**src/hw/rtl/tile_max_point_picker_top_defines.svh**
```systemverilog
// Assertion macros for the tile max point picker.
// Used by the top level only; expect i_clk and i_rst_n in scope.
`ifndef TILE_MAX_POINT_PICKER_TOP_DEFINES_SVH
`define TILE_MAX_POINT_PICKER_TOP_DEFINES_SVH

// same-cycle implication
`define TMPP_ASSERT_NOW(lbl, ante, cons) \
    lbl: assert property (@(posedge i_clk) disable iff (!i_rst_n) (ante) |-> (cons)) \
        else $error("tmpp assertion failed");

// next-cycle implication
`define TMPP_ASSERT_NEXT(lbl, ante, cons) \
    lbl: assert property (@(posedge i_clk) disable iff (!i_rst_n) (ante) |=> (cons)) \
        else $error("tmpp assertion failed");

`endif

```
**src/hw/rtl/tmpp_pkg.sv**
```systemverilog
// Shared types and constants for the tile max point picker.
// No dependencies.
package tmpp_pkg;

    localparam int MAX_TILES   = 256;
    localparam int TILE_IDX_W  = $clog2(MAX_TILES);
    localparam int COL_W       = TILE_IDX_W + 1;
    localparam int DIM_W       = 13;
    localparam int POS_W       = 12;
    localparam int TILE_W      = 7;
    localparam int TPOS_W      = 6;
    localparam int RESP_W      = 16;
    localparam int SCORE_W     = 15;
    localparam int CFG_IDX_W   = 2;

    localparam logic [DIM_W-1:0]  RESET_WIDTH  = 13'd512;
    localparam logic [DIM_W-1:0]  RESET_HEIGHT = 13'd512;
    localparam logic [TILE_W-1:0] RESET_TILE   = 7'd21;
    localparam logic [DIM_W-1:0]  DIM_MAX      = 13'd4096;
    localparam logic [TILE_W-1:0] TILE_MAX     = 7'd64;

    typedef enum logic [CFG_IDX_W-1:0] {
        CFG_WIDTH  = 2'd0,
        CFG_HEIGHT = 2'd1,
        CFG_TILE   = 2'd2
    } t_cfg_idx;

    // last valid index of each dimension, after clamping
    typedef struct packed {
        logic [POS_W-1:0]  w_last;
        logic [POS_W-1:0]  h_last;
        logic [TPOS_W-1:0] ts_last;
    } t_cfg;

    typedef struct packed {
        logic [COL_W-1:0] col;
        logic             col_ok;
        logic             first;
        logic             last;
        logic [POS_W-1:0] x;
        logic [POS_W-1:0] y;
    } t_pix;

    typedef struct packed {
        logic [SCORE_W-1:0] score;
        logic [POS_W-1:0]   x;
        logic [POS_W-1:0]   y;
    } t_entry;

    typedef struct packed {
        logic valid;
        logic emit;
    } t_s1_st;

endpackage

```
**src/hw/rtl/tmpp_cfg.sv**
```systemverilog
// Configuration registers with clamping of the image and tile sizes.
// Depends on tmpp_pkg.
module tmpp_cfg (
    input  logic                           i_clk,
    input  logic                           i_rst_n,
    input  logic                           i_cfg_valid,
    input  logic [tmpp_pkg::CFG_IDX_W-1:0] i_cfg_index,
    input  logic [tmpp_pkg::DIM_W-1:0]     i_cfg_data,
    output tmpp_pkg::t_cfg                 o_cfg
);
    import tmpp_pkg::*;

    logic [DIM_W-1:0]  r_width, r_height;
    logic [TILE_W-1:0] r_tile;

    always_ff @(posedge i_clk) begin
        if (!i_rst_n) begin
            r_width  <= RESET_WIDTH;
            r_height <= RESET_HEIGHT;
            r_tile   <= RESET_TILE;
        end else if (i_cfg_valid) begin
            unique case (t_cfg_idx'(i_cfg_index))
                CFG_WIDTH:  r_width  <= i_cfg_data;
                CFG_HEIGHT: r_height <= i_cfg_data;
                CFG_TILE:   r_tile   <= i_cfg_data[TILE_W-1:0];
                default: begin
                end
            endcase
        end
    end

    function automatic logic [POS_W-1:0] dim_last(input logic [DIM_W-1:0] d);
        logic [DIM_W-1:0] m;
        if (d == '0)
            m = '0;
        else if (d > DIM_MAX)
            m = DIM_MAX - 1'b1;
        else
            m = d - 1'b1;
        return m[POS_W-1:0];
    endfunction

    always_comb begin
        logic [TILE_W-1:0] t;
        o_cfg.w_last = dim_last(r_width);
        o_cfg.h_last = dim_last(r_height);
        if (r_tile == '0)
            t = '0;
        else if (r_tile > TILE_MAX)
            t = TILE_MAX - 1'b1;
        else
            t = r_tile - 1'b1;
        o_cfg.ts_last = t[TPOS_W-1:0];
    end

endmodule

```
**config.mk**
```make
export PLATFORM = sky130hd
export DESIGN_NAME = tmpp_cfg
export DESIGN_NICKNAME = d
export VERILOG_FILES = /design/src/hw/rtl/tile_max_point_picker_top_defines.svh /design/src/hw/rtl/tmpp_pkg.sv /design/src/hw/rtl/tmpp_cfg.sv
export SDC_FILE = /design/constraint.sdc
export NUM_CORES = 1
export LEC_CHECK = 0
export BUFFER_PORTS_ARGS = -buffer_cell sky130_fd_sc_hd__buf_2
export CELL_PAD_IN_SITES_DETAIL_PLACEMENT = 0
export CELL_PAD_IN_SITES_GLOBAL_PLACEMENT = 2
export CORE_MARGIN = 2
export CORE_UTILIZATION = 28
export DETAILED_ROUTE_END_ITERATION = 12
export MAX_ROUTING_LAYER = met4
export PLACE_DENSITY_LB_ADDON = 0.08
export SYNTH_ARGS = -nofsm -noshare
export SYNTH_HDL_FRONTEND = slang
export SYNTH_SLANG_ARGS = --single-unit
export TNS_END_PERCENT = 100
```
**constraint.sdc**
```tcl
create_clock -name i_clk -period 1.7 [get_ports i_clk]
set_clock_uncertainty 0.05 [all_clocks]
set_input_delay 0.085 -clock i_clk [delete_from_list [all_inputs] [get_ports i_clk]]
set_output_delay 0.085 -clock i_clk [all_outputs]
set_load 0.1 [all_outputs]
```
==> summary.md <==
| Metric | Value |
|---|---|
| Syn_nets | `326` |
| Crit path cell chain | `inv_2 > ha_4 > nor3b_4 > or2b_4 > nor4b_4 > buf_12 > o21ai_4 > buf_12` |
| Final Setup Violations | `28` |
| Antenna violations before repair | `0` |
| Final Cycle Share | `1.257` |
| Most frequent CP cell | `buf_12` |
| Die height | `between 90 and 100 um` |
| Reg2reg setup slack | `0.64 ns` |
| Final Max Tran Viols | `0` |
| Delay-heaviest family, CP | `simple AND/OR/NAND/NOR gates` |
| Hold Startpoint | `i_cfg_data[12]` |
| HPWL after detailed placement | `roughly 5400 um` |
| Cts bufs inserted | `5` |
| Synth area leaders | `dfxtp_1 (29%), nand2_1 (12%), a21boi_0 (7.9%)` |
| Max cap viols | `0` |
| Setup TNS | `-8.478 ns` |
| Largest net degree at the start of global routing | `34` |
| Layout cell share with drive strength beyond 1 | `0.5508` |
| Avg Cell Area, Syn | `approximately 7.5 sq um` |
| Sequential fraction of the synthesis area | `0.2898` |
| H-tree levels | `2` |
| Root Buffer | `clkbuf_8` |
| #FFs+latches synth | `33` |
| GPL Wtd Cong | `~0.8` |
| Critical path data required time | `1.56 ns` |
| Worst-path fanout max | `8` |
| CP max-delay cell | `dfxtp_2` |
| Max Buffers Root-to-Sink | `2` |
| Synth warnings | `0` |
| Die area | `~9000 sq um` |
| Synthesized area | `approximately 2300 sq um` |
| Die Span X | `94.23 um` |
| GRT overflow | `0` |
| Routed via count | `around 2500` |
| Worst-Skew Late Latency | `0.28 ns` |
| Worst slew margin | `0.6234` |
| Post-synth cell types | `48` |
| CTS tree | `yes` |
| Std cell rows | `32` |
| Area Growth Syn to Fin | `95.12%` |
| Unrepaired setup endpoints after global routing | `yes` |
| Antenna Nets Post-Route | `0` |
| Leakage power | `about 0.0018 uW` |
| Mapped Cells | `a little over 300` |
| WP data arrival | `2.00 ns` |
| Fin nets | `~450` |
| Peak Freq | `~470 MHz` |
| Vias in the first global route | `~2500` |
| Worst-Margin Slew | `about 0.56 ns` |
| P per Cell Area | `between 700 and 800 nW/um^2` |
| Initial DRT Pass Iterations | `5` |
| Final Critical Period | `roughly 2.1 ns` |
| All-Layer GR Usage | `0.1807` |
| Number of synthesized flops with an enable pin | `0` |
| R2R cell count | `4` |
| DRC violations left | `0` |
| Ys async rst share | `0` |
| # IOs | `between 40 and 50` |
| Initial core utilization | `0.2920` |
| Clock tree sinks | `33` |
| First-pass GRT wire length | `approximately 12000 um` |
| Final Hold Vio Count | `0` |
| Buf/Inv on CP | `3` |
| Hold Path End | `r_width[12]` |
| Synth cell count leaders | `nand2_1 (73), dfxtp_1 (33), a21boi_0 (24), a21oi_1 (16), nor2_1 (16)` |
| Run status | `finished, violations left` |
| Yosys top cell area share | `0.2898` |
| Ys flop type | `dfxtp_1` |
| Core area | `7807 sq um` |
| Via density | `~4.8` |
| Wirelength per Cell | `between 10 and 15 um` |
| R2r endpoint | `r_width[0]` |
| Design area | `4448 sq um` |
| # fillers | `725` |
| Antenna cells | `0` |
| Worst setup EP type | `output port` |
| Place WS | `-0.3288 ns` |
| Top-count cell post-synth | `nand2_1` |
| Final worst slack | `-0.4372 ns` |
| Worst VDD drop | `between 0.3 and 0.4 mV` |
| Hold path depth | `3` |
| CP Class | `reg2out` |
| Area post-placement | `3755 sq um` |
| Drt first-iter violations | `113` |
| Hold Path Class | `in2reg` |
| Failing checks | `negative setup slack` |
| Setup crit start kind | `flop` |
| Routed WL | `about 7400 um` |
| Critical path's largest stage delay | `between 0.3 and 0.4 ns` |
| Buffers on Ports | `47` |
| Clk slew on worst S/H paths | `~0.070 ns` |
| Area leader, netlist | `dfxtp_1` |
| Reg-to-reg startpoint | `r_width[0]` |
[worst max-delay path by stage]
stage / cells past startpoint / to / slack (ns) / from
after floorplan: 6 / o_cfg[6] / -0.69 / r_height[0]
after global placement: 8 / o_cfg[6] / -0.29 / r_height[0]
after detailed placement: 8 / o_cfg[6] / -0.33 / r_height[0]
after CTS: 8 / o_cfg[6] / -0.46 / r_height[1]
after global routing: 8 / o_cfg[6] / -0.54 / r_height[1]
final: 8 / o_cfg[6] / -0.44 / r_height[1]
[metal layers]
metal	share of wire	vias up	global-route usage
met2	0.49	32	0.2863
met3	0.025	5	0.02970
met4	0.0080	0	0.03986
li1	-	1286	-
met5	0	-	-
met1	0.48	1202	0.2430
[cells in the final DEF (no fill, tap or decap), types with 8 or more instances in the layout]
cell type	Yosys	final
a21boi_0	24	24
a21oi_4	0	13
buf_12	0	33
buf_2	4	17
buf_4	0	66
buf_6	1	11
dfxtp_1	33	20
dfxtp_2	0	8
nand2_1	73	69
nor2_1	16	11
nor3_1	15	8
o21ai_4	0	12
xor2_1	8	8
[state kept, by name, indices dropped and copies added (netlist names)]
signal    cells
r_height     13
r_width      13
r_tile        7
[cell families (layout without fill, tap and decap cells)]
group                    Yosys count  count (layout)  share of synthesized area
AND/OR/NAND/NOR                  146             146                     0.3342
multiplexers                       6               6                    0.02635
XOR/XNOR                          15              15                    0.05763
AO/OA/AOI/OAI                     72              72                     0.2113
buffers and inverters             23             144                    0.04336
adder cells (fa/ha/maj)            7               7                    0.03732
flip-flops                        33              33                     0.2898
[metrics by stage]
step | cells | utilization | hold WS (ns) | total power, uW
finish | 525 | 0.5697 | 0.01093 | 3357
global route | 525 | 0.5697 | 0.01632 | 3511
CTS | 522 | 0.5554 | 0.005298 | 3342
detailed placement | 498 | 0.4809 | 0.2870 | 2513
global placement | 498 | 0.4809 | 0.2857 | 2503
floorplan | 302 | - | 0.1590 | 2034
[layout make-up]
cell class | count | area (sq um) | area share
well taps | 102 | 127.6 | 0.02869
repair buffers | 128 | 1375 | 0.3091
clock inverters | 3 | 16.27 | 0.003657
inverters | 8 | 37.54 | 0.008439
clock buffers | 5 | 68.82 | 0.01547
flip-flops and latches | 33 | 689.4 | 0.1550
multi-input cells | 246 | 2133 | 0.4796
[power breakdown]
part	total [uW]	internal [uW]	switching, uW	leakage (uW)
clock network	585	283	301	0.0000482
logic	1950	779	1170	0.00149
registers	827	796	30.7	0.000274
total	3360	1860	1500	0.00182
[timing repair]
action | 4_1_cts | 5_1_grt
pin swaps | 17 | 11
hold buffers | 1 | 0
endpoints found under the setup margin | 30 | 30
endpoints found under the hold margin | 1 | 0
gates resized for setup | 92 | 17
buffers inserted | 15 | 3
[worst min-delay path, cell delays in order]
cell and delay, ns:
buf_2 0.11, nand2_1 0.05, a21boi_0 0.06
(Power assumes the default switching activity.)
