File: config.mk
export PLATFORM = sky130hd
export DESIGN_NAME = tmpp_scan
export DESIGN_NICKNAME = d
export VERILOG_FILES = /design/src/hw/rtl/tile_max_point_picker_top_defines.svh /design/src/hw/rtl/tmpp_pkg.sv /design/src/hw/rtl/tmpp_scan.sv
export SDC_FILE = /design/constraint.sdc
export NUM_CORES = 1
export LEC_CHECK = 0
export BUFFER_PORTS_ARGS = -buffer_cell sky130_fd_sc_hd__buf_4
export CORE_MARGIN = 3
export CORE_UTILIZATION = 52
export DETAILED_ROUTE_END_ITERATION = 8
export GPL_TIMING_DRIVEN = 0
export PLACE_DENSITY = 0.77
export SLEW_MARGIN = 0
export SYNTH_ARGS = -nofsm -noshare
export SYNTH_HDL_FRONTEND = slang
export SYNTH_SLANG_ARGS = --single-unit
File: constraint.sdc
create_clock -name i_clk -period 2.2 [get_ports i_clk]
set_input_delay 0.33 -clock i_clk [delete_from_list [all_inputs] [get_ports i_clk]]
set_output_delay 0.33 -clock i_clk [all_outputs]
set_load 0.05 [all_outputs]
File: src/hw/rtl/tile_max_point_picker_top_defines.svh
// Assertion macros for the tile max point picker.
// Used by the top level only; expect i_clk and i_rst_n in scope.
`ifndef TILE_MAX_POINT_PICKER_TOP_DEFINES_SVH
`define TILE_MAX_POINT_PICKER_TOP_DEFINES_SVH

// same-cycle implication
`define TMPP_ASSERT_NOW(lbl, ante, cons) \
    lbl: assert property (@(posedge i_clk) disable iff (!i_rst_n) (ante) |-> (cons)) \
        else $error("tmpp assertion failed");

// next-cycle implication
`define TMPP_ASSERT_NEXT(lbl, ante, cons) \
    lbl: assert property (@(posedge i_clk) disable iff (!i_rst_n) (ante) |=> (cons)) \
        else $error("tmpp assertion failed");

`endif

File: src/hw/rtl/tmpp_pkg.sv
// Shared types and constants for the tile max point picker.
// No dependencies.
package tmpp_pkg;

    localparam int MAX_TILES   = 256;
    localparam int TILE_IDX_W  = $clog2(MAX_TILES);
    localparam int COL_W       = TILE_IDX_W + 1;
    localparam int DIM_W       = 13;
    localparam int POS_W       = 12;
    localparam int TILE_W      = 7;
    localparam int TPOS_W      = 6;
    localparam int RESP_W      = 16;
    localparam int SCORE_W     = 15;
    localparam int CFG_IDX_W   = 2;

    localparam logic [DIM_W-1:0]  RESET_WIDTH  = 13'd512;
    localparam logic [DIM_W-1:0]  RESET_HEIGHT = 13'd512;
    localparam logic [TILE_W-1:0] RESET_TILE   = 7'd21;
    localparam logic [DIM_W-1:0]  DIM_MAX      = 13'd4096;
    localparam logic [TILE_W-1:0] TILE_MAX     = 7'd64;

    typedef enum logic [CFG_IDX_W-1:0] {
        CFG_WIDTH  = 2'd0,
        CFG_HEIGHT = 2'd1,
        CFG_TILE   = 2'd2
    } t_cfg_idx;

    // last valid index of each dimension, after clamping
    typedef struct packed {
        logic [POS_W-1:0]  w_last;
        logic [POS_W-1:0]  h_last;
        logic [TPOS_W-1:0] ts_last;
    } t_cfg;

    typedef struct packed {
        logic [COL_W-1:0] col;
        logic             col_ok;
        logic             first;
        logic             last;
        logic [POS_W-1:0] x;
        logic [POS_W-1:0] y;
    } t_pix;

    typedef struct packed {
        logic [SCORE_W-1:0] score;
        logic [POS_W-1:0]   x;
        logic [POS_W-1:0]   y;
    } t_entry;

    typedef struct packed {
        logic valid;
        logic emit;
    } t_s1_st;

endpackage

File: src/hw/rtl/tmpp_scan.sv
// Raster position counters: pixel, position in tile and tile column.
// Depends on tmpp_pkg.
module tmpp_scan (
    input  logic           i_clk,
    input  logic           i_rst_n,
    input  logic           i_accept,
    input  tmpp_pkg::t_cfg i_cfg,
    output tmpp_pkg::t_pix o_pix
);
    import tmpp_pkg::*;

    logic [POS_W-1:0]  r_px, r_py, n_px, n_py;
    logic [TPOS_W-1:0] r_xt, r_yt, n_xt, n_yt;
    logic [COL_W-1:0]  r_col, n_col;
    logic              end_x, end_y, edge_x, edge_y;

    assign end_x  = r_px >= i_cfg.w_last;
    assign end_y  = r_py >= i_cfg.h_last;
    assign edge_x = r_xt >= i_cfg.ts_last;
    assign edge_y = r_yt >= i_cfg.ts_last;

    assign o_pix.col    = r_col;
    assign o_pix.col_ok = ~r_col[COL_W-1];
    assign o_pix.first  = (r_xt == '0) && (r_yt == '0);
    assign o_pix.last   = (end_x || edge_x) && (end_y || edge_y);
    assign o_pix.x      = r_px;
    assign o_pix.y      = r_py;

    always_comb begin
        n_px  = r_px;
        n_py  = r_py;
        n_xt  = r_xt;
        n_yt  = r_yt;
        n_col = r_col;
        if (end_x) begin
            n_px  = '0;
            n_xt  = '0;
            n_col = '0;
            if (end_y) begin
                n_py = '0;
                n_yt = '0;
            end else begin
                n_py = r_py + 1'b1;
                n_yt = edge_y ? '0 : r_yt + 1'b1;
            end
        end else begin
            n_px = r_px + 1'b1;
            if (edge_x) begin
                n_xt = '0;
                if (!r_col[COL_W-1]) n_col = r_col + 1'b1;
            end else begin
                n_xt = r_xt + 1'b1;
            end
        end
    end

    always_ff @(posedge i_clk) begin
        if (!i_rst_n) begin
            r_px  <= '0;
            r_py  <= '0;
            r_xt  <= '0;
            r_yt  <= '0;
            r_col <= '0;
        end else if (i_accept) begin
            r_px  <= n_px;
            r_py  <= n_py;
            r_xt  <= n_xt;
            r_yt  <= n_yt;
            r_col <= n_col;
        end
    end

endmodule

==> key figures, run 1 <==
Status
  – Status: finished with violations
  – Violated checks: negative setup slack

Timing
  – Final hold vios: 0
  – Max Freq: approximately 420 MHz
  – Final worst slack: -170.2 ps
  – RSZ-0062 raised after global routing: true
  – Relative max-transition margin: 63.59%
  – Number of max-slew violations in the final report: 0
  – Final Setup Violations: 1
  – Final Cycle Share: 107.7%
  – Fin crit period: roughly 2400 ps
  – Worst hold slack: 385.1 ps
  – Clk_skew: 13.21 ps
  – Worst-Margin Slew: 546.2 ps

Worst setup path
  – CP startpoint kind: register
  – CP Data Required Time: 1870 ps
  – Crit path kind: reg -> out
  – Worst Path Max Fanout: 5
  – Crit end category: primary output
  – Worst Path Arrival: 2040 ps

Drt
  – Vias per cell: around 5.7
  – Initial DRT Pass Iterations: 4
  – Vias: about 3200
  – Final WL: 8839 um
  – WL/cell: 15.95 um
  – Residual DRC: 0
  – ANT nets after route: 0
  – 1st-iter DRT viols: between 90 and 100

Global routing
  – Initial antenna violation count: 0
  – Overflow left after global routing: 0
  – Largest net degree at the start of global routing: 15
  – Global-route wire length before repair: 13960 um
  – Vias in the first global route: 3170
  – Tot GR Track Use: 23.24%

Finish
  – Final Util: 74.21%
  – Most frequent cells in the layout: buf_4 (88), inv_1 (42), ha_1 (34)
  – Nets: 554
  – Layout cells sized above 1: 36.74%
  – Synth-to-layout area growth: 36.18%
  – Commonest non-fill, non-tap cell in the layout: buf_4
  – Fin cells: 554
  – # diodes: 0

Place
  – Port Buffer Count: 68
  – Placed Cells: roughly 520
  – HPWL Detailed: 5908 um
  – Routability cong.: approximately 0.8

Power
  – Final Power: 1.673 mW
  – Leakage power: 2.049 nW
  – Pwr Density: 376.3 mW/mm^2
  – Reg power frac: 49.2%
  – Internal: 1.208 mW
  – Logic pwr share: 17.9%
  – Clock network fraction of total power: 32.9%
  – Switch share: about 28%
  – Psw: 465.0 uW
  – Peak VDD IR: 0.0003064 V

CTS
  – Worst-skew pair later-pin latency: 300 ps
  – Hold buffers post-CTS: 0
  – CTS clk-pin slew, worst paths: roughly 80 ps
  – H-tree depth: 2
  – CTS Buf Count: 5
  – CTS Sinks: 45
  – CTS tree: yes
  – Clk buf depth: 2
  – CTS root buffer: clkbuf_8

Synthesis
  – Post-synth cell types: between 60 and 70
  – Syn Nets: 456
  – Flops & latches, synth: 45
  – Sequential share of the synthesized area: 27.60%
  – Top cell type's share of synthesized area: roughly 28%
  – Asr flop ratio synth: 0%
  – Synthesized area: 0.003264 sq mm
  – Post-synth EDFFs: 0
  – Synth area leaders: dfxtp_1 (28%), ha_1 (16%), nand3_1 (5.2%), inv_1 (5.1%), nand4_1 (3.8%)
  – Most used DFF post-synth: dfxtp_1
  – Mean Syn Cell Area: 8.590 sq um
  – Warnings, synthesis: 0
  – Area leader, netlist: dfxtp_1
  – Cells after synthesis: 380

Floorplan
  – DIE WIDTH: roughly 85 um
  – # IOs: 69
  – Initial core utilization: between 50% and 60%
  – Site row count: 28
  – Core Box Area: 0.005991 sq mm
  – Die area: 0.007264 sq mm
  – Chip Height: 85.23 um

Min path
  – Hold WC Path Type: in -> reg

Job
  – Max-Cap Viols: 0
[cells in the mapped netlist, types with 3 or more instances]
cell	instances
dfxtp_1	45
inv_1	44
ha_1	43
nand3_1	34
nand2_1	26
nor2_1	24
nand4_1	20
xor2_1	13
a22o_1	12
nor2_4	11
and3_1	8
a21oi_1	7
o21ai_0	6
o22ai_1	6
o21ai_1	5
a32oi_1	4
buf_2	4
nor2b_1	4
a21o_1	3
a31oi_1	3
mux2i_1	3
nor4_1	3
xnor2_1	3
[cells by family (layout without fill, tap and decap cells)]
kind of cell,Yosys count,in the layout,share of synthesized area [%]
compound gates,65,65,15.45
xor+xnor,16,16,4.293
fa+ha+maj,43,43,16.48
buf+inv,57,156,8.126
flops,45,45,27.60
mux,3,3,0.9199
simple gates,151,151,27.14
[power by group through the flow]
stage	clock [mW]	combinational, mW	sequential [mW]
2_1_floorplan	0	0.147	0.865
3_3_place_gp	0	0.243	0.853
3_5_place_dp	0	0.250	0.853
4_1_cts	0.560	0.280	0.824
5_1_grt	0.592	0.331	0.825
6_report	0.551	0.299	0.823
[final timing paths]
kind / startpoint / slack (ps) / depth (start not counted) / to
min: i_rst_n / 390 / 3 / r_xt[1]
max: r_xt[2] / -170 / 7 / o_pix[24]
min reg2reg: r_py[5] / 510 / 1 / r_py[5]
max reg2reg: r_px[0] / 50 / 11 / r_px[3]
[area by class of cell]
cell class / instances / area [sq um]
Tap cell: 75 / 93.84
Clock inverter: 2 / 13.76
Fill cell: 431 / 1545
Multi-Input combinational cell: 278 / 2291
Inverter: 44 / 165.2
Buffer: 12 / 101.3
Timing Repair Buffer: 92 / 745.7
Clock buffer: 6 / 82.58
Sequential cell: 45 / 952.2
[flip-flops by register name (all words and copies together) (netlist names)]
| name | count |
|---|---|
| r_col | 9 |
| r_xt | 6 |
| r_py | 12 |
| r_px | 12 |
| r_yt | 6 |
[per-stage QoR]
step	setup TNS (ps)	instance area (sq um)	setup slack [ps]
2_1_floorplan	-60.54	3281	-60.54
3_3_place_gp	-256.8	3885	-197.3
3_5_place_dp	-1329	3885	-257.5
4_1_cts	-111.6	4293	-111.6
5_1_grt	-647.4	4446	-218.0
6_report	-170.2	4446	-170.2
[layer usage]
metal / global-route usage, % / vias to the layer above / wire [um]
li1: - / 1563 / -
met1: 28.59 / 1490 / 3831
met2: 40.04 / 102 / 4410
met3: 3.786 / 23 / 371
met4: 9.784 / 0 / 225
met5: 0 / - / 0
[worst max-delay path, stage by stage (launching register included)]
cell and delay (ps):
dfxtp_1 430, ha_1 270, nor3_1 130, o21bai_1 110, a31oi_2 310, o211a_1 290, nor2_4 50, buf_6 150
[what timing repair did]
action                     CTS  global route
gates resized for setup     38            21
setup endpoints to repair   11            35
buffers inserted            18             3
pin swaps                   13            13
gates cloned                 0             3
Note: power is estimated with default switching activity, not from simulation.
==> run 2: changes to the inputs <==
Clock period 2.2 ns to 2.5 ns, I/O delays scaled along.
==> key figures, run 2 (synthesized netlist as in run 1, its figures left out) <==
Floorplan
  – Initial core utilization: 54.49% (unchanged)
  – Core Box Area: 0.005991 sq mm (unchanged)
  – # IOs: 69 (unchanged)
  – Site row count: 28 (unchanged)
  – Die area: 0.007264 sq mm (unchanged)
  – Chip Height: 85.23 um (unchanged)
  – DIE WIDTH: 85.23 um (unchanged)

Power
  – Peak VDD IR: 0.0002752 V (-10%)
  – Pwr Density: 348.9 mW/mm^2 (-7.3%)
  – Leakage power: 1.914 nW (-6.6%)

CTS
  – CTS clk-pin slew, worst paths: 90 ps (about the same)
  – CTS Buf Count: 5 (unchanged)
  – CTS root buffer: clkbuf_8
  – CTS Sinks: 45 (unchanged)
  – CTS tree: yes
  – Clk buf depth: 2 (unchanged)
  – Worst-skew pair later-pin latency: 310 ps (about the same)
  – H-tree depth: 2 (unchanged)

Min path
  – Hold Startpoint: i_rst_n
  – Hold path endpoint: r_xt[1]
  – Hold WC Path Type: in -> reg
  – WHS Path Cells: 3 (unchanged)

Timing
  – RSZ-0062 raised after global routing: true
  – Worst-Margin Slew: 575.0 ps (+28.84 ps)
  – Relative max-transition margin: 61.52% (-2.1 points)
  – Final hold vios: 0 (unchanged)
  – Final Cycle Share: about 99%
  – Clk_skew: 6.788 ps (-6.426 ps)
  – Final Setup Violations: 0 (-1)
  – Fin crit period: 2477 ps
  – Number of max-slew violations in the final report: 0 (unchanged)
  – Max Freq: between 400 and 500 MHz
  – Setup TNS: 0 ps (+170.2 ps)

Worst setup path
  – CP startpoint kind: register
  – Worst Path Arrival: 2100 ps (+60 ps)
  – Top Family by Delay on Critical Path: simple AND/OR/NAND/NOR gates
  – FF-to-FF path depth: 7 (-4)
  – Critical path's largest stage delay: 420 ps (about the same)
  – Slowest cell on the critical path: dfxtp_1
  – Crit end category: primary output
  – Crit path cell chain: ha_1, nand4_1, o21ai_0, o22a_1, nor3b_4, nor2_4, buf_6
  – Reg2reg end: r_col[8]
  – R2r setup slk: 260 ps (+210 ps)
  – CP Data Required Time: 2120 ps (+250 ps)
  – Crit path kind: reg -> out
  – Critical R2R Launch: r_px[9]
  – Worst Path Max Fanout: 5 (unchanged)
  – WP buf/inv: 1 (unchanged)

Place
  – HPWL Detailed: 5924 um (+0.27%)
  – Dpl cell area: 0.003876 sq mm (-0.23%)
  – Port Buffer Count: 68 (unchanged)
  – Routability cong.: 0.8152 (+1.6%)

Finish
  – Final instance area: 0.004049 sq mm (-8.9%)
  – Layout cells sized above 1: 27.11% (-9.6 points)
  – Synth-to-layout area growth: 24.03%
  – Most frequent cells in the layout: buf_4 (73), inv_1 (44), ha_1 (43)
  – # diodes: 0 (unchanged)
  – Commonest non-fill, non-tap cell in the layout: buf_4
  – Nets: 536 (-3.2%)
  – FILL cells: 521 (+21%)
  – Top flop regs: r_px x12, r_py x12, r_col x9
  – FF/Latch Area: 913.4 sq um (-4.1%)
  – Multi-input gate area: 0.002142 sq mm (-6.5%)

Global routing
  – Initial antenna violation count: 0 (unchanged)
  – Largest net degree at the start of global routing: 14 (-1)
  – Vias in the first global route: 2888 (-8.9%)
  – Overflow left after global routing: 0 (unchanged)
  – Global-route wire length before repair: 13000 um (-6.9%)
  – Tot GR Track Use: 21.76% (-1.5 points)

Drt
  – 1st-iter DRT viols: 133 (+34%)
  – Initial DRT Pass Iterations: 4 (unchanged)
  – Residual DRC: 0 (unchanged)
  – DRT met1 WL: 3529 um (-7.9%)
  – Vias: 3045 (-4.2%)
  – Vias per cell: 5.681 (-0.97%)
  – Met3 WL: 370 um (-0.27%)
  – Final WL: 7726 um (-13%)
  – WL/cell: 14.41 um (-9.7%)
  – Uppermost layer routed: met4
  – WL met2: 3729 um (-15%)
  – ANT nets after route: 0 (unchanged)

Status
  – Status: finished, final reports clean

Job
  – Max-Cap Viols: 0 (unchanged)
run 2: area by class of cell:
class / count / share of cell area [%]
Clock inverter: 2 / 0.2472
Buffer: 13 / 2.472
Sequential cell: 45 / 22.56
Inverter: 44 / 4.079
Tap cell: 75 / 2.318
Timing Repair Buffer: 73 / 13.63
Clock buffer: 6 / 1.792
Multi-Input combinational cell: 278 / 52.90
run 2: worst max path at each step:
stage,from,to,slack (ps),cells after the start
finish,r_py[9],o_pix[24],20,7
global route,r_px[9],o_pix[24],-60,7
CTS,r_py[5],o_pix[24],8,7
detailed placement,i_cfg[2],o_pix[24],-40,9
global placement,i_cfg[2],o_pix[24],10,9
floorplan,r_py[0],o_pix[24],20,7
run 2: timing repair:
| action | in CTS | in global routing |
|---|---|---|
| endpoints found under the setup margin | 1 | 6 |
| setup buffers | 4 | 1 |
| hold buffers | 0 | 0 |
| pin swaps | 5 | 2 |
| resized for setup | 12 | 6 |
run 2: layer usage:
layer,vias to the layer above,global-route usage [%]
li1,1522,-
met1,1434,28.52
met2,80,35.24
met3,9,5.243
met4,0,7.050
met5,-,0
run 2: worst register-to-register path: cells and delay by family (launching register included):
kind	cells	cell delay (ps)
AO/OA/AOI/OAI	2	460
adder cells (fa/ha/maj)	1	320
buffers and inverters	1	150
flip-flops	1	370
AND/OR/NAND/NOR	3	870
run 2: per-stage QoR:
step / util (%) / std cells / total power, mW / worst slack (ps) / hold slack, ps
finish: 67.59 / 536 / 1.413 / 23.39 / 414.3
global route: 67.59 / 536 / 1.477 / -62.62 / 434.9
CTS: 67.27 / 535 / 1.423 / 7.787 / 412.8
detailed placement: 64.70 / 523 / 0.9722 / -44.67 / 503.7
global placement: 64.70 / 523 / 0.9633 / 11.03 / 488.8
floorplan: - / 380 / 0.8903 / 24.64 / 472.0
run 2: power breakdown:
| part | switching [mW] | internal (mW) | leakage [nW] |
|---|---|---|---|
| sequential | 0.0103 | 0.724 | 0.368 |
| combinational | 0.124 | 0.103 | 1.50 |
| clock | 0.258 | 0.194 | 0.0450 |
==> run 3: changes to the inputs <==
Settings changed: CORE_UTILIZATION 52 to 45, GPL_TIMING_DRIVEN 0 to 1, PLACE_DENSITY 0.77 to 0.68.
==> key figures, run 3 (synthesized netlist as in run 1, its figures left out) <==
CTS
  – CTS Buf Count: 5 (unchanged)
  – CTS Sinks: 45 (unchanged)
  – CTS root buffer: clkbuf_8
  – CTS tree: yes
  – H-tree depth: 2 (unchanged)
  – CTS clk-pin slew, worst paths: 80 ps (about the same)
  – Worst-skew pair later-pin latency: 300 ps (about the same)
  – Clk buf depth: 2 (unchanged)
  – Hold buffers post-CTS: 0 (unchanged)

Floorplan
  – Core Box Area: 0.006907 sq mm (+15%)
  – Site row count: 30 (+7.1%)
  – DIE WIDTH: 91.17 um (+7.0%)
  – # IOs: 69 (unchanged)
  – Initial core utilization: 47.26% (-7.2 points)
  – Die area: 0.008312 sq mm (+14%)
  – Chip Height: 91.17 um (+7.0%)

Worst setup path
  – Worst Path Max Fanout: 2 (-3)
  – CP Data Required Time: 2120 ps (about the same)
  – Crit end category: primary output
  – CP startpoint kind: register
  – Crit path kind: reg -> out
  – Worst Path Arrival: 2040 ps (-60 ps)

Finish
  – # diodes: 0 (unchanged)
  – Fin cells: 563 (+5.0%)
  – Nets: 542 (+1.1%)
  – Final instance area: 0.004119 sq mm (+1.7%)
  – Commonest non-fill, non-tap cell in the layout: buf_4
  – Layout cells sized above 1: 28.91% (+1.8 points)
  – Most frequent cells in the layout: buf_4 (91), inv_1 (42), ha_1 (42)
  – Top flop regs: r_px x12, r_py x12, r_col x9
  – Synth-to-layout area growth: 26.18%

Drt
  – 1st-iter DRT viols: 104 (-22%)
  – WL/cell: 13.69 um (-5.0%)
  – Final WL: 7708 um (-0.23%)
  – ANT nets after route: 0 (unchanged)
  – Vias: 3040 (-0.16%)
  – Vias per cell: 5.400 (-5.0%)
  – Initial DRT Pass Iterations: 4 (unchanged)
  – Residual DRC: 0 (unchanged)

Power
  – Final Power: 1.411 mW (-0.16%)
  – Peak VDD IR: 0.0002004 V (-27%)
  – Internal: 1.022 mW (+0.18%)
  – Leakage power: 1.944 nW (+1.6%)
  – Psw: 388.5 uW (-1.0%)
  – Clock network fraction of total power: 32.4% (+0.4 points)
  – Reg power frac: 51.8% (about the same)
  – Switch share: 27.54% (-0.24 points)
  – Pwr Density: 342.5 mW/mm^2 (-1.9%)
  – Logic pwr share: 15.7% (-0.4 points)

Job
  – Max-Cap Viols: 0 (unchanged)

Timing
  – Max Freq: 414.3 MHz (+2.6%)
  – Final Setup Violations: 0 (unchanged)
  – Relative max-transition margin: 60.12% (-1.4 points)
  – Final worst slack: 86.52 ps (+63.13 ps)
  – Clk_skew: 11.45 ps (+4.666 ps)
  – Fin crit period: 2413 ps (-63.13 ps)
  – Final Cycle Share: 96.54% (-2.5 points)
  – Number of max-slew violations in the final report: 0 (unchanged)
  – Final hold vios: 0 (unchanged)
  – Worst-Margin Slew: 596.0 ps (+21.00 ps)

Global routing
  – Overflow left after global routing: 0 (unchanged)
  – Largest net degree at the start of global routing: 32 (+18)
  – Global-route wire length before repair: 12990 um (about the same)
  – Initial antenna violation count: 0 (unchanged)
  – Tot GR Track Use: 18.55% (-3.2 points)
  – Vias in the first global route: 2891 (+0.10%)

Place
  – Placed Cells: 548 (+4.8%)
  – Dpl cell area: 0.003930 sq mm (+1.4%)
  – HPWL Detailed: 5996 um (+1.2%)
  – Routability cong.: 0.8002 (-1.8%)
  – Port Buffer Count: 68 (unchanged)
  – Place WS: 7.564 ps (+52.23 ps)

Min path
  – Hold WC Path Type: in -> reg

Status
  – Status: finished, final reports clean
run 3: power by group through the flow:
stage          Combinational (mW)  Sequential, mW  Clock, mW
6_report                    0.222           0.731      0.457
5_1_grt                     0.248           0.733      0.507
4_1_cts                     0.220           0.731      0.468
3_5_place_dp                0.218           0.748          0
3_3_place_gp                0.212           0.748          0
2_1_floorplan               0.129           0.761          0
run 3: what timing repair did:
item / CTS / global route
pin swaps: 4 / 5
setup endpoints to repair: 1 / 1
gates resized for setup: 2 / 13
setup buffers: 4 / 3
run 3: final timing paths:
check,start,slack (ps),depth (start not counted),endpoint
max,r_py[0],90,8,o_pix[24]
min,i_accept,440,3,r_xt[1]
max reg2reg,r_px[9],210,7,r_py[0]
min reg2reg,r_yt[0],490,2,r_yt[0]
run 3: layout make-up:
cell class,instances,area [sq um]
Sequential cell,45,908.4
Fill cell,649,2788
Clock buffer,5,68.82
Timing Repair Buffer,92,694.4
Multi-Input combinational cell,278,2140
Clock inverter,3,22.52
Inverter,44,165.2
Tap cell,96,120.1
run 3: through the flow:
stage	setup TNS [ps]	hold slack (ps)	util (%)
floorplan	0	472.0	-
global placement	0	482.6	56.90
detailed placement	0	491.3	56.90
CTS	0	432.3	58.77
global route	-4.002	458.5	59.64
finish	0	436.4	59.64
run 3: layer usage:
metal  global-route usage [%]  share of wire [%]  vias up
li1                         -                  -     1532
met1                    24.54                 48     1451
met2                    31.58                 48       50
met3                    2.568                3.4        7
met4                    5.025               0.92        0
met5                        0                  0        -
run 3: critical path: stages, from the launching register on:
cell	delay (ps)
dfxtp_2	350
inv_2	50
ha_4	200
nand2b_4	140
a2111oi_4	410
nor4_4	120
nor3b_4	260
nor2_4	70
buf_6	150
